`config.mk`:
```
export PLATFORM = sky130hd
export DESIGN_NAME = cau_front
export DESIGN_NICKNAME = d
export VERILOG_FILES = /design/src/hw/rtl/cau_pkg.sv /design/src/hw/rtl/cau_front.sv
export SDC_FILE = /design/constraint.sdc
export NUM_CORES = 1
export LEC_CHECK = 0
export ABC_AREA = 1
export ABC_CLOCK_PERIOD_IN_PS = 6100
export BUFFER_PORTS_ARGS = -buffer_cell sky130_fd_sc_hd__buf_2
export CAP_MARGIN = 20
export CORE_MARGIN = 2
export CORE_UTILIZATION = 52
export CTS_CLUSTER_SIZE = 8
export DETAILED_ROUTE_END_ITERATION = 12
export PLACE_DENSITY = 0.77
export SYNTH_ARGS = -nofsm -noshare
export SYNTH_HDL_FRONTEND = slang
export SYNTH_SLANG_ARGS = --single-unit
```
`constraint.sdc`:
```
create_clock -name clock -period 6.1 [get_ports clock]
set_clock_uncertainty 0.05 [all_clocks]
set_input_delay 0.305 -clock clock [delete_from_list [all_inputs] [get_ports clock]]
set_output_delay 0.305 -clock clock [all_outputs]
set_load 0.01 [all_outputs]
```
`src/hw/rtl/cau_pkg.sv`:
```
package cau_pkg;

   typedef enum logic [1:0] {
      OP_ADD = 2'd0,
      OP_SUB = 2'd1,
      OP_MUL = 2'd2,
      OP_DIV = 2'd3
   } op_type;

   typedef struct packed {
      op_type             req_type;
      logic signed [31:0] a_re;
      logic signed [31:0] a_im;
      logic signed [31:0] b_re;
      logic signed [31:0] b_im;
   } req_item_type;

   typedef struct packed {
      logic signed [31:0] res_re;
      logic signed [31:0] res_im;
      logic               overflow;
      logic               div_by_zero;
   } rsp_item_type;

   // queue entry: the item plus its divide-by-zero class
   typedef struct packed {
      req_item_type req;
      logic         dz;
   } q_item_type;

   localparam int QUEUE_DEPTH = 4;
   localparam int QPTR_W      = $clog2(QUEUE_DEPTH);
   localparam int QCNT_W      = $clog2(QUEUE_DEPTH + 1);

   // quotient bits kept before saturation, remainder width, exact sum width
   localparam int QUO_W = 33;
   localparam int DIV_W = 98;
   localparam int VAL_W = 65;

   typedef struct packed {
      logic [DIV_W-1:0] rem;
      logic [QUO_W-1:0] quo;
      logic             hi;
      logic             neg;
   } div_part_type;

   typedef struct packed {
      op_type       op;
      logic         dz;
      logic [63:0]  den;
      div_part_type re;
      div_part_type im;
   } div_stage_type;

endpackage

```
`src/hw/rtl/cau_front.sv`:
```
module cau_front import cau_pkg::*; (
   input  logic         clock,
   input  logic         reset,
   input  logic         req_valid,
   output logic         req_ready,
   input  req_item_type req_data,
   input  logic         pop,
   output logic         head_vld,
   output q_item_type   head
);

   q_item_type              fifo_ff [QUEUE_DEPTH];
   logic [QPTR_W-1:0]       wr_ptr_ff, wr_ptr_in;
   logic [QPTR_W-1:0]       rd_ptr_ff, rd_ptr_in;
   logic [QCNT_W-1:0]       cnt_ff, cnt_in;
   logic                    push;
   q_item_type              item;

   // classify: divide with a zero second operand
   always_comb begin
      item.req = req_data;
      item.dz  = (req_data.req_type == OP_DIV) && (req_data.b_re == 32'sd0) &&
                 (req_data.b_im == 32'sd0);
   end

   assign req_ready = (cnt_ff != QCNT_W'(QUEUE_DEPTH));
   assign push      = req_valid && req_ready;
   assign head_vld  = (cnt_ff != '0);
   assign head      = fifo_ff[rd_ptr_ff];

   always_comb begin
      wr_ptr_in = wr_ptr_ff;
      rd_ptr_in = rd_ptr_ff;
      if (push) begin
         wr_ptr_in = (wr_ptr_ff == QPTR_W'(QUEUE_DEPTH - 1)) ? '0 : wr_ptr_ff + 1'b1;
      end
      if (pop) begin
         rd_ptr_in = (rd_ptr_ff == QPTR_W'(QUEUE_DEPTH - 1)) ? '0 : rd_ptr_ff + 1'b1;
      end
      cnt_in = cnt_ff + QCNT_W'(push) - QCNT_W'(pop);
   end

   always_ff @(posedge clock) begin
      if (reset) begin
         wr_ptr_ff <= '0;
         rd_ptr_ff <= '0;
         cnt_ff    <= '0;
      end else begin
         wr_ptr_ff <= wr_ptr_in;
         rd_ptr_ff <= rd_ptr_in;
         cnt_ff    <= cnt_in;
      end
   end

   always_ff @(posedge clock) begin
      if (push) begin
         fifo_ff[wr_ptr_ff] <= item;
      end
   end

   a_cnt_bound: assert property (@(posedge clock) disable iff (reset)
      cnt_ff <= QCNT_W'(QUEUE_DEPTH))
      else $error("queue count out of range");

   a_no_pop_empty: assert property (@(posedge clock) disable iff (reset)
      pop |-> head_vld)
      else $error("pop from empty queue");

   a_cnt_push: assert property (@(posedge clock) disable iff (reset)
      push && !pop |=> cnt_ff == $past(cnt_ff) + 1'b1)
      else $error("queue count missed a push");

endmodule

```
==> out/results.tsv, run 1 <==
stage	metric	value	unit
detailed_routing	drt total wl	48000	um
synth	mapped cell area	20100	sq um
detailed_routing	Vias	13300	
setup_path	cells on worst reg2reg path	5	
sta	worst rel slew slack	33.6	%
min_path	Hold WC Path Type	in2reg	
die	initial core utilization	53.1	%
synth	Seq/Total Area, Yosys	79.3	%
power_and_ir_drop	net switching power	2.34	mW
global_route	global-route wire length before repair	74400	um
final_layout	highest-count cells in the layout ignoring fill and taps	524 x edfxtp_1, 309 x nor2_1, 266 x buf_2	
power_and_ir_drop	maximum vdd drop	348	uV
placed_design	Port-buffer cells	266	
power_and_ir_drop	clock group share of total power	38.4	%
die	Rows	71	
synth	Post-Syn Instances	1382	
power_and_ir_drop	Internal	7.11	mW
global_route	vias in the first global route	13700	
detailed_routing	drt wl/cell	20.7	um
clock_network	number of CTS-inserted buffers	76	
clock_network	Clock Tree Root	clkbuf_16	
die	die width	201	um
final_layout	commonest non-fill, non-tap cell in the layout	edfxtp_1	
global_route	GRT Util Overall	23.7	%
final_layout	Final Net Count	1930	
clock_network	clock latency on the worst-skew pair	0.58	ns
clock_network	Post-CTS Resized	0	
power_and_ir_drop	Pleak	8.82	nW
die	Die H	201	um
clock_network	clock sink count	533	
power_and_ir_drop	PD cells	377	nW/um^2
final_layout	final non-filler cell total	2312	
sta	Fmax achieved	0.267	GHz
sta	setup TNS	0	ns
sta	final worst path period share	61.3	%
global_route	GRT overflow	0	
global_route	initial antenna violation count	1	
power_and_ir_drop	Logic pwr share	13.0	%
synth	Yosys reg bits	533	
final_layout	share of cells above drive strength 1	20.7	%
die	core area	37800	sq um
synth	Post-Syn Nets	1524	
placed_design	Post-Place Cells	2089	
outcome	outcome	finished clean	
clock_network	CTS Hold Bufs	131	
clock_network	H-Tree Depth	3	
final_layout	area grow syn2layout	24.6	%
setup_path	Worst Path Arrival	3.39	ns
setup_path	reg2reg setup slack	3.08	ns
sta	final critical-path required period	3.74	ns
setup_path	CP required	5.74	ns
detailed_routing	final routed DRC violation total	0	
setup_path	critical path endpoint category	output pin	
sta	Setup-failing EPs final	0	
sta	Final Slew Violations	0	
clock_network	clock slew at reported path FFs	0.05	ns
synth	Yosys warning total	0	
detailed_routing	Pre-antenna DRT Iters	5	
clock_network	Bufs on Longest Clock Path	3	
placed_design	Post-DP HPWL	24800	um
placed_design	gp weighted congestion	0.774	
synth	syn_area_per_cell	14.5	sq um
final_layout	Core Util, Final	66.1	%
setup_path	critical path launch point type	flop	
sta	worst hold slack	0.0545	ns
synth	synth unique cells	23	
global_route	largest net degree at the start of global routing	134	
clock_network	CTS tree	yes	
power_and_ir_drop	Net Sw Frac	24.7	%
power_and_ir_drop	Overall Power	9.45	mW
clock_network	post-CTS setup buffer count	0	
sta	actual slew at the worst max-slew pin	0.995	ns
die	Ports	267	
sta	RSZ-0062 raised after global routing	no	
sta	final hold vios	0	
flow_run	max_cap viols	0	
die	die area	40200	sq um
detailed_routing	Iter 0 DRT Violations	1063	
detailed_routing	Routed Antenna Nets	0	
power_and_ir_drop	Reg power frac	48.6	%
detailed_routing	Vias/cell	5.77	
setup_path	crit path max fanout	133	
setup_path	critical path class	reg2out	
min_path	Hold Path Depth	4	
## worst max-delay path, stage by stage (launching register included)
cell	delay, ns
dfxtp_4	0.54
inv_6	0.79
buf_4	0.69
o21ai_0	0.24
o22ai_1	0.24
buf_2	0.18
## per-stage QoR
step,cell area (sq um),setup WS [ns]
after detailed placement,21700,3.06
final,25000,2.36
after CTS,25000,2.39
after global placement,21700,3.10
after global routing,25000,2.13
after floorplan,20100,-0.795
## registers in the layout, summed over array words and instances, names as in the netlist, named ones only
name / flops
fifo_ff: 524
cnt_ff: 3
rd_ptr_ff: 2
wr_ptr_ff: 2
## cell type report
cell class                 instances  area [sq um]
multi-input combinational        747          3590
fill                            2551         12800
clock inverter                     5          58.8
antenna                            1          2.50
clock buffer                      85          1960
timing repair buffer             413          2780
sequential                       533         15900
inverter                          17          70.1
tap                              511           639
## Yosys cell counts
| library cell | instances | area, sq um |
|---|---|---|
| o21ai_1 | 72 | 360 |
| nand4_1 | 2 | 12.5 |
| inv_1 | 15 | 56.3 |
| buf_4 | 2 | 15.0 |
| buf_8 | 1 | 15.0 |
| o21ai_0 | 194 | 971 |
| nor3_1 | 2 | 10.0 |
| edfxtp_1 | 524 | 15700 |
| nor2_1 | 313 | 1170 |
| inv_2 | 1 | 3.75 |
| buf_2 | 28 | 140 |
| fa_1 | 1 | 20.0 |
| a21oi_1 | 4 | 20.0 |
| nand3_1 | 1 | 5.00 |
| o22ai_1 | 131 | 820 |
| buf_6 | 21 | 236 |
| xnor2_1 | 1 | 8.76 |
| clkbuf_1 | 29 | 109 |
| nand2_1 | 19 | 71.3 |
| ha_1 | 7 | 87.6 |
| dfxtp_1 | 9 | 180 |
| clkbuf_2 | 4 | 20.0 |
| inv_6 | 1 | 8.76 |
## path summary, 6_finish.rpt
kind | to | start
hold reg to reg | flop | rd_ptr_ff[0]$_SDFFE_PP0P_
setup / recovery | head[60] | flop
setup reg to reg | fifo_ff[0][104]$_DFFE_PP_ | cnt_ff[1]$_SDFF_PP0_
hold / removal | flop | pop
## layer usage
layer / part of all wire [%] / global-route usage, % / routed length (um)
met5: 0 / 0 / 0
met4: 2.5 / 8.23 / 1190
met3: 8.9 / 6.56 / 4250
met2: 50 / 39.9 / 23800
met1: 39 / 29.8 / 18700
## kinds of logic after synthesis
| group | Yosys count | synth area share, % |
|---|---|---|
| compound gates | 401 | 10.8 |
| buf+inv | 102 | 3.01 |
| simple gates | 337 | 6.34 |
| flops | 533 | 79.3 |
| xor+xnor | 1 | 0.0436 |
| fa+ha+maj | 8 | 0.536 |
## power groups by stage
| stage | Clock [mW] | Combinational (mW) | Sequential [mW] |
|---|---|---|---|
| after CTS | 3.66 | 1.22 | 4.59 |
| after global routing | 3.83 | 1.34 | 4.61 |
| after floorplan | 0 | 0.657 | 4.70 |
| after global placement | 0 | 1.11 | 4.63 |
| final | 3.63 | 1.23 | 4.59 |
| after detailed placement | 0 | 1.14 | 4.65 |
Power figures use the tool's default switching activity.
==> inputs of run 2 (changes only) <==
- ABC_CLOCK_PERIOD_IN_PS: 6100 -> 3500
- CORE_UTILIZATION: 52 -> 57
- PLACE_DENSITY: 0.77 -> 0.8
- clock period: 6.1 -> 3.5 ns (I/O delays scaled with it)
==> out/results.tsv, run 2 (synthesized netlist as in run 1, its figures left out) <==
stage	metric	value	unit
sta	final worst path period share	89.8	%
final_layout	share of cells above drive strength 1	20.7	%
setup_path	critical path class	reg2out	
clock_network	clock sink count	533	
clock_network	post-CTS setup buffer count	0	
power_and_ir_drop	PD cells	660	nW/um^2
sta	actual slew at the worst max-slew pin	1.62	ns
outcome	outcome	complete, but fails checks	
detailed_routing	drt total wl	48700	um
min_path	Hold WC Path Type	in2reg	
global_route	vias in the first global route	13600	
final_layout	Finished Cell Area	25100	sq um
sta	RSZ-0062 raised after global routing	no	
detailed_routing	Routed Antenna Nets	0	
setup_path	critical path launch point type	flop	
final_layout	highest-count cells in the layout ignoring fill and taps	524 x edfxtp_1, 309 x nor2_1, 266 x buf_2	
clock_network	clock slew at reported path FFs	0.05	ns
die	die area	36700	sq um
global_route	GRT overflow	0	
sta	final critical-path required period	3.14	ns
final_layout	final non-filler cell total	2260	
die	die width	192	um
sta	Setup-failing EPs final	0	
die	core area	34600	sq um
detailed_routing	Iter 0 DRT Violations	1309	
outcome	violations in the final reports	max-slew violations	
clock_network	H-Tree Depth	3	
final_layout	Core Util, Final	72.5	%
final_layout	filler instances	2037	
global_route	grt met2 use	44.7	%
final_layout	commonest non-fill, non-tap cell in the layout	edfxtp_1	
final_layout	most flop-heavy register	fifo_ff	
detailed_routing	Vias/cell	5.90	
global_route	initial antenna violation count	3	
global_route	global-route wire length before repair	73300	um
final_layout	area grow syn2layout	25.0	%
global_route	met3 Resource Use GR	7.62	%
clock_network	CTS Hold Bufs	132	
placed_design	Post-Place Cells	2034	
die	Die H	192	um
detailed_routing	final routed DRC violation total	0	
clock_network	Post-CTS Resized	0	
flow_run	max_cap viols	0	
placed_design	placed cell areas	21700	sq um
sta	Final Slew Violations	107	
detailed_routing	drt wl/cell	21.6	um
clock_network	number of CTS-inserted buffers	76	
power_and_ir_drop	maximum vdd drop	583	uV
setup_path	critical path endpoint category	output pin	
detailed_routing	Pre-antenna DRT Iters	6	
setup_path	Worst Path Arrival	2.92	ns
die	initial core utilization	58.0	%
final_layout	biggest regs	fifo_ff x524, cnt_ff x3	
global_route	GRT Util Overall	26.4	%
die	Ports	267	
setup_path	crit path max fanout	262	
final_layout	Final Net Count	1931	
die	Rows	68	
setup_path	CP required	3.27	ns
clock_network	clock latency on the worst-skew pair	0.57	ns
clock_network	Bufs on Longest Clock Path	3	
detailed_routing	Vias	13300	
sta	final hold vios	0	
placed_design	gp weighted congestion	0.750	
clock_network	CTS tree	yes	
global_route	met1 Track Usage GR	31.7	%
final_layout	max reg flops	524	
placed_design	Port-buffer cells	266	
global_route	largest net degree at the start of global routing	263	
clock_network	Clock Tree Root	clkbuf_16	
power_and_ir_drop	Overall Power	16.6	mW
global_route	busiest grt layer	met2	
sta	worst rel slew slack	-8.04	%
sta	Fmax achieved	0.318	GHz
placed_design	Post-DP HPWL	23500	um
power_and_ir_drop	Pleak	8.86	nW
-- run 2: worst paths after layout --
path	start	endpoint	slack [ns]	depth (start not counted)
min	req_valid	wr_ptr_ff[1]$_SDFFE_PP0P_	0.24	3
min reg2reg	wr_ptr_ff[1]$_SDFFE_PP0P_	wr_ptr_ff[1]$_SDFFE_PP0P_	0.50	2
max	flop	head[63]	0.36	4
max reg2reg	cnt_ff[1]$_SDFF_PP0_	cnt_ff[2]$_SDFF_PP0_	1.07	11
-- run 2: where the power goes --
part / leakage (nW) / internal [mW] / total (mW) / switching, mW
sequential: 4.87 / 7.80 / 7.98 / 0.172
clock: 0.986 / 3.89 / 6.37 / 2.48
combinational: 3.00 / 0.730 / 2.22 / 1.49
-- run 2: critical path: stages, from the launching register on --
cell     delay, ns
dfxtp_4       0.38
buf_12        0.46
o21ai_0       0.28
o22ai_1       0.36
buf_2         0.20
-- run 2: cell type report --
class | count | area (sq um) | share of cell area [%]
sequential | 533 | 15900 | 63.5
multi-input combinational | 747 | 3590 | 14.3
timing repair buffer | 414 | 2910 | 11.6
clock buffer | 84 | 1950 | 7.78
tap | 455 | 569 | 2.27
inverter | 17 | 73.8 | 0.294
clock inverter | 6 | 62.6 | 0.249
antenna | 4 | 10.0 | 0.0399
-- run 2: per-layer routing --
metal	share of wire, %	wire length (um)
met1	36	17500
met4	3.1	1490
met5	0	0
met3	10	5110
met2	51	24600
-- run 2: through the flow --
| step | setup TNS (ns) | setup WS (ns) | hold slack [ns] |
|---|---|---|---|
| after floorplan | -640.90 | -1.22 | 0.192 |
| after global placement | 0 | 1.31 | 0.335 |
| after detailed placement | 0 | 1.18 | 0.340 |
| after CTS | 0 | 0.663 | 0.212 |
| after global routing | 0 | 0.571 | 0.291 |
| final | 0 | 0.356 | 0.240 |
==> inputs of run 3 (changes only) <==
- CELL_PAD_IN_SITES_DETAIL_PLACEMENT: not set -> 1
- CELL_PAD_IN_SITES_GLOBAL_PLACEMENT: not set -> 2
- CORE_UTILIZATION: 57 -> 40
- PLACE_DENSITY: 0.8 -> 0.79
==> out/results.tsv, run 3 (synthesized netlist as in run 1, its figures left out) <==
stage	metric	value	unit
outcome	outcome	finished clean	
global_route	global-route wire length before repair	81800	um
placed_design	Post-DP HPWL	27900	um
sta	Setup-failing EPs final	0	
power_and_ir_drop	Pleak	8.89	nW
detailed_routing	Iter 0 DRT Violations	701	
final_layout	max reg flops	524	
clock_network	post-CTS setup buffer count	0	
final_layout	biggest regs	fifo_ff x524, cnt_ff x3	
global_route	GRT overflow	0	
setup_path	CP Cell Sequence	inv_8 -> buf_12 -> o21ai_0 -> o22ai_1 -> buf_2	
sta	final worst path period share	82.5	%
global_route	vias in the first global route	14100	
sta	final critical-path required period	2.89	ns
global_route	GRT Util Overall	20.4	%
die	core area	49900	sq um
die	Die H	228	um
flow_run	max_cap viols	0	
clock_network	number of CTS-inserted buffers	76	
global_route	initial antenna violation count	3	
clock_network	Clock Tree Root	clkbuf_16	
power_and_ir_drop	maximum vdd drop	487	uV
global_route	busiest grt layer	met2	
final_layout	area grow syn2layout	26.5	%
die	die area	52000	sq um
placed_design	gp weighted congestion	0.747	
clock_network	Post-CTS Resized	0	
setup_path	crit path max fanout	167	
detailed_routing	Routed Antenna Nets	0	
die	Ports	267	
global_route	met1 Track Usage GR	25.1	%
clock_network	clock latency on the worst-skew pair	0.60	ns
final_layout	highest-count cells in the layout ignoring fill and taps	524 x edfxtp_1, 309 x nor2_1, 266 x buf_2	
setup_path	CP required	3.27	ns
die	initial core utilization	40.3	%
sta	worst rel slew slack	31.4	%
final_layout	Core Util, Final	51.0	%
die	Rows	82	
sta	final hold vios	0	
sta	setup TNS	0	ns
setup_path	CP max-delay cell	inv_8	
final_layout	commonest non-fill, non-tap cell in the layout	edfxtp_1	
sta	RSZ-0062 raised after global routing	no	
sta	actual slew at the worst max-slew pin	1.03	ns
global_route	grt met2 use	34.9	%
final_layout	Final Net Count	1933	
setup_path	critical path class	reg2out	
global_route	met3 Resource Use GR	4.91	%
final_layout	Finished Cell Area	25400	sq um
detailed_routing	drt wl/cell	21.4	um
clock_network	H-Tree Depth	3	
setup_path	CP max stage delay	0.67	ns
placed_design	placed cell areas	22000	sq um
setup_path	critical path launch point type	flop	
detailed_routing	Vias/cell	5.23	
clock_network	clock slew at reported path FFs	0.05	ns
final_layout	share of cells above drive strength 1	20.7	%
sta	Final Slew Violations	0	
min_path	Hold WC Path Type	in2reg	
final_layout	most flop-heavy register	fifo_ff	
clock_network	CTS tree	yes	
clock_network	Bufs on Longest Clock Path	3	
setup_path	critical path endpoint category	output pin	
sta	worst hold slack	0.182	ns
die	die width	228	um
detailed_routing	drt total wl	53100	um
clock_network	clock sink count	533	
setup_path	reg2reg setup slack	1.23	ns
power_and_ir_drop	PD cells	660	nW/um^2
sta	Fmax achieved	0.346	GHz
global_route	largest net degree at the start of global routing	175	
clock_network	CTS Hold Bufs	132	
setup_path	Worst Path Arrival	2.66	ns
placed_design	Port-buffer cells	266	
detailed_routing	Pre-antenna DRT Iters	5	
detailed_routing	Vias	13000	
detailed_routing	final routed DRC violation total	0	
[run 3: cell types whose count changed in the layout (fill, tap and decap cells not counted), sizes merged]
cell / change
buf: +2
inv: -1
clkinv: -1
diode: -2
clkbuf: +11
[run 3: per-stage QoR]
stage | power [mW] | worst slack (ns) | instances
6_report | 16.8 | 0.614 | 2486
5_1_grt | 17.4 | 0.437 | 2485
4_1_cts | 17.0 | 0.609 | 2484
3_5_place_dp | 10.2 | 1.19 | 2253
3_3_place_gp | 10.2 | 1.22 | 2253
2_1_floorplan | 9.26 | -1.22 | 1382
[run 3: cell type report]
type	instances	area, sq um
Fill cell	5000	24500
Sequential cell	533	15900
Multi-Input combinational cell	747	3590
Timing Repair Buffer	416	2890
Clock buffer	95	2040
Tap cell	672	841
Inverter	17	73.8
Clock inverter	4	50.0
Antenna cell	2	5.00
[run 3: final timing paths]
check / from / end / cells past startpoint
max: flop / head[35] / 5
max reg2reg: cnt_ff[1]$_SDFF_PP0_ / cnt_ff[2]$_SDFF_PP0_ / 11
min reg2reg: wr_ptr_ff[1]$_SDFFE_PP0P_ / wr_ptr_ff[1]$_SDFFE_PP0P_ / 2
min: req_valid / wr_ptr_ff[1]$_SDFFE_PP0P_ / 3
[run 3: critical path: cells and delay by family (launching register included)]
family	cells	cell delay, ns
buf+inv	3	1.20
flops	1	0.37
compound gates	2	0.38
[run 3: power breakdown]
part           internal (mW)  switching (mW)
Combinational          0.714            1.53
Clock                   4.02            2.53
Sequential              7.81           0.160
[run 3: layer usage]
layer	routed length, um	share of wire (%)	vias up
met3	2850	5.4	92
met1	22300	42	6601
li1	-	-	5994
met5	29	0.055	-
met2	26400	50	309
met4	1550	2.9	4
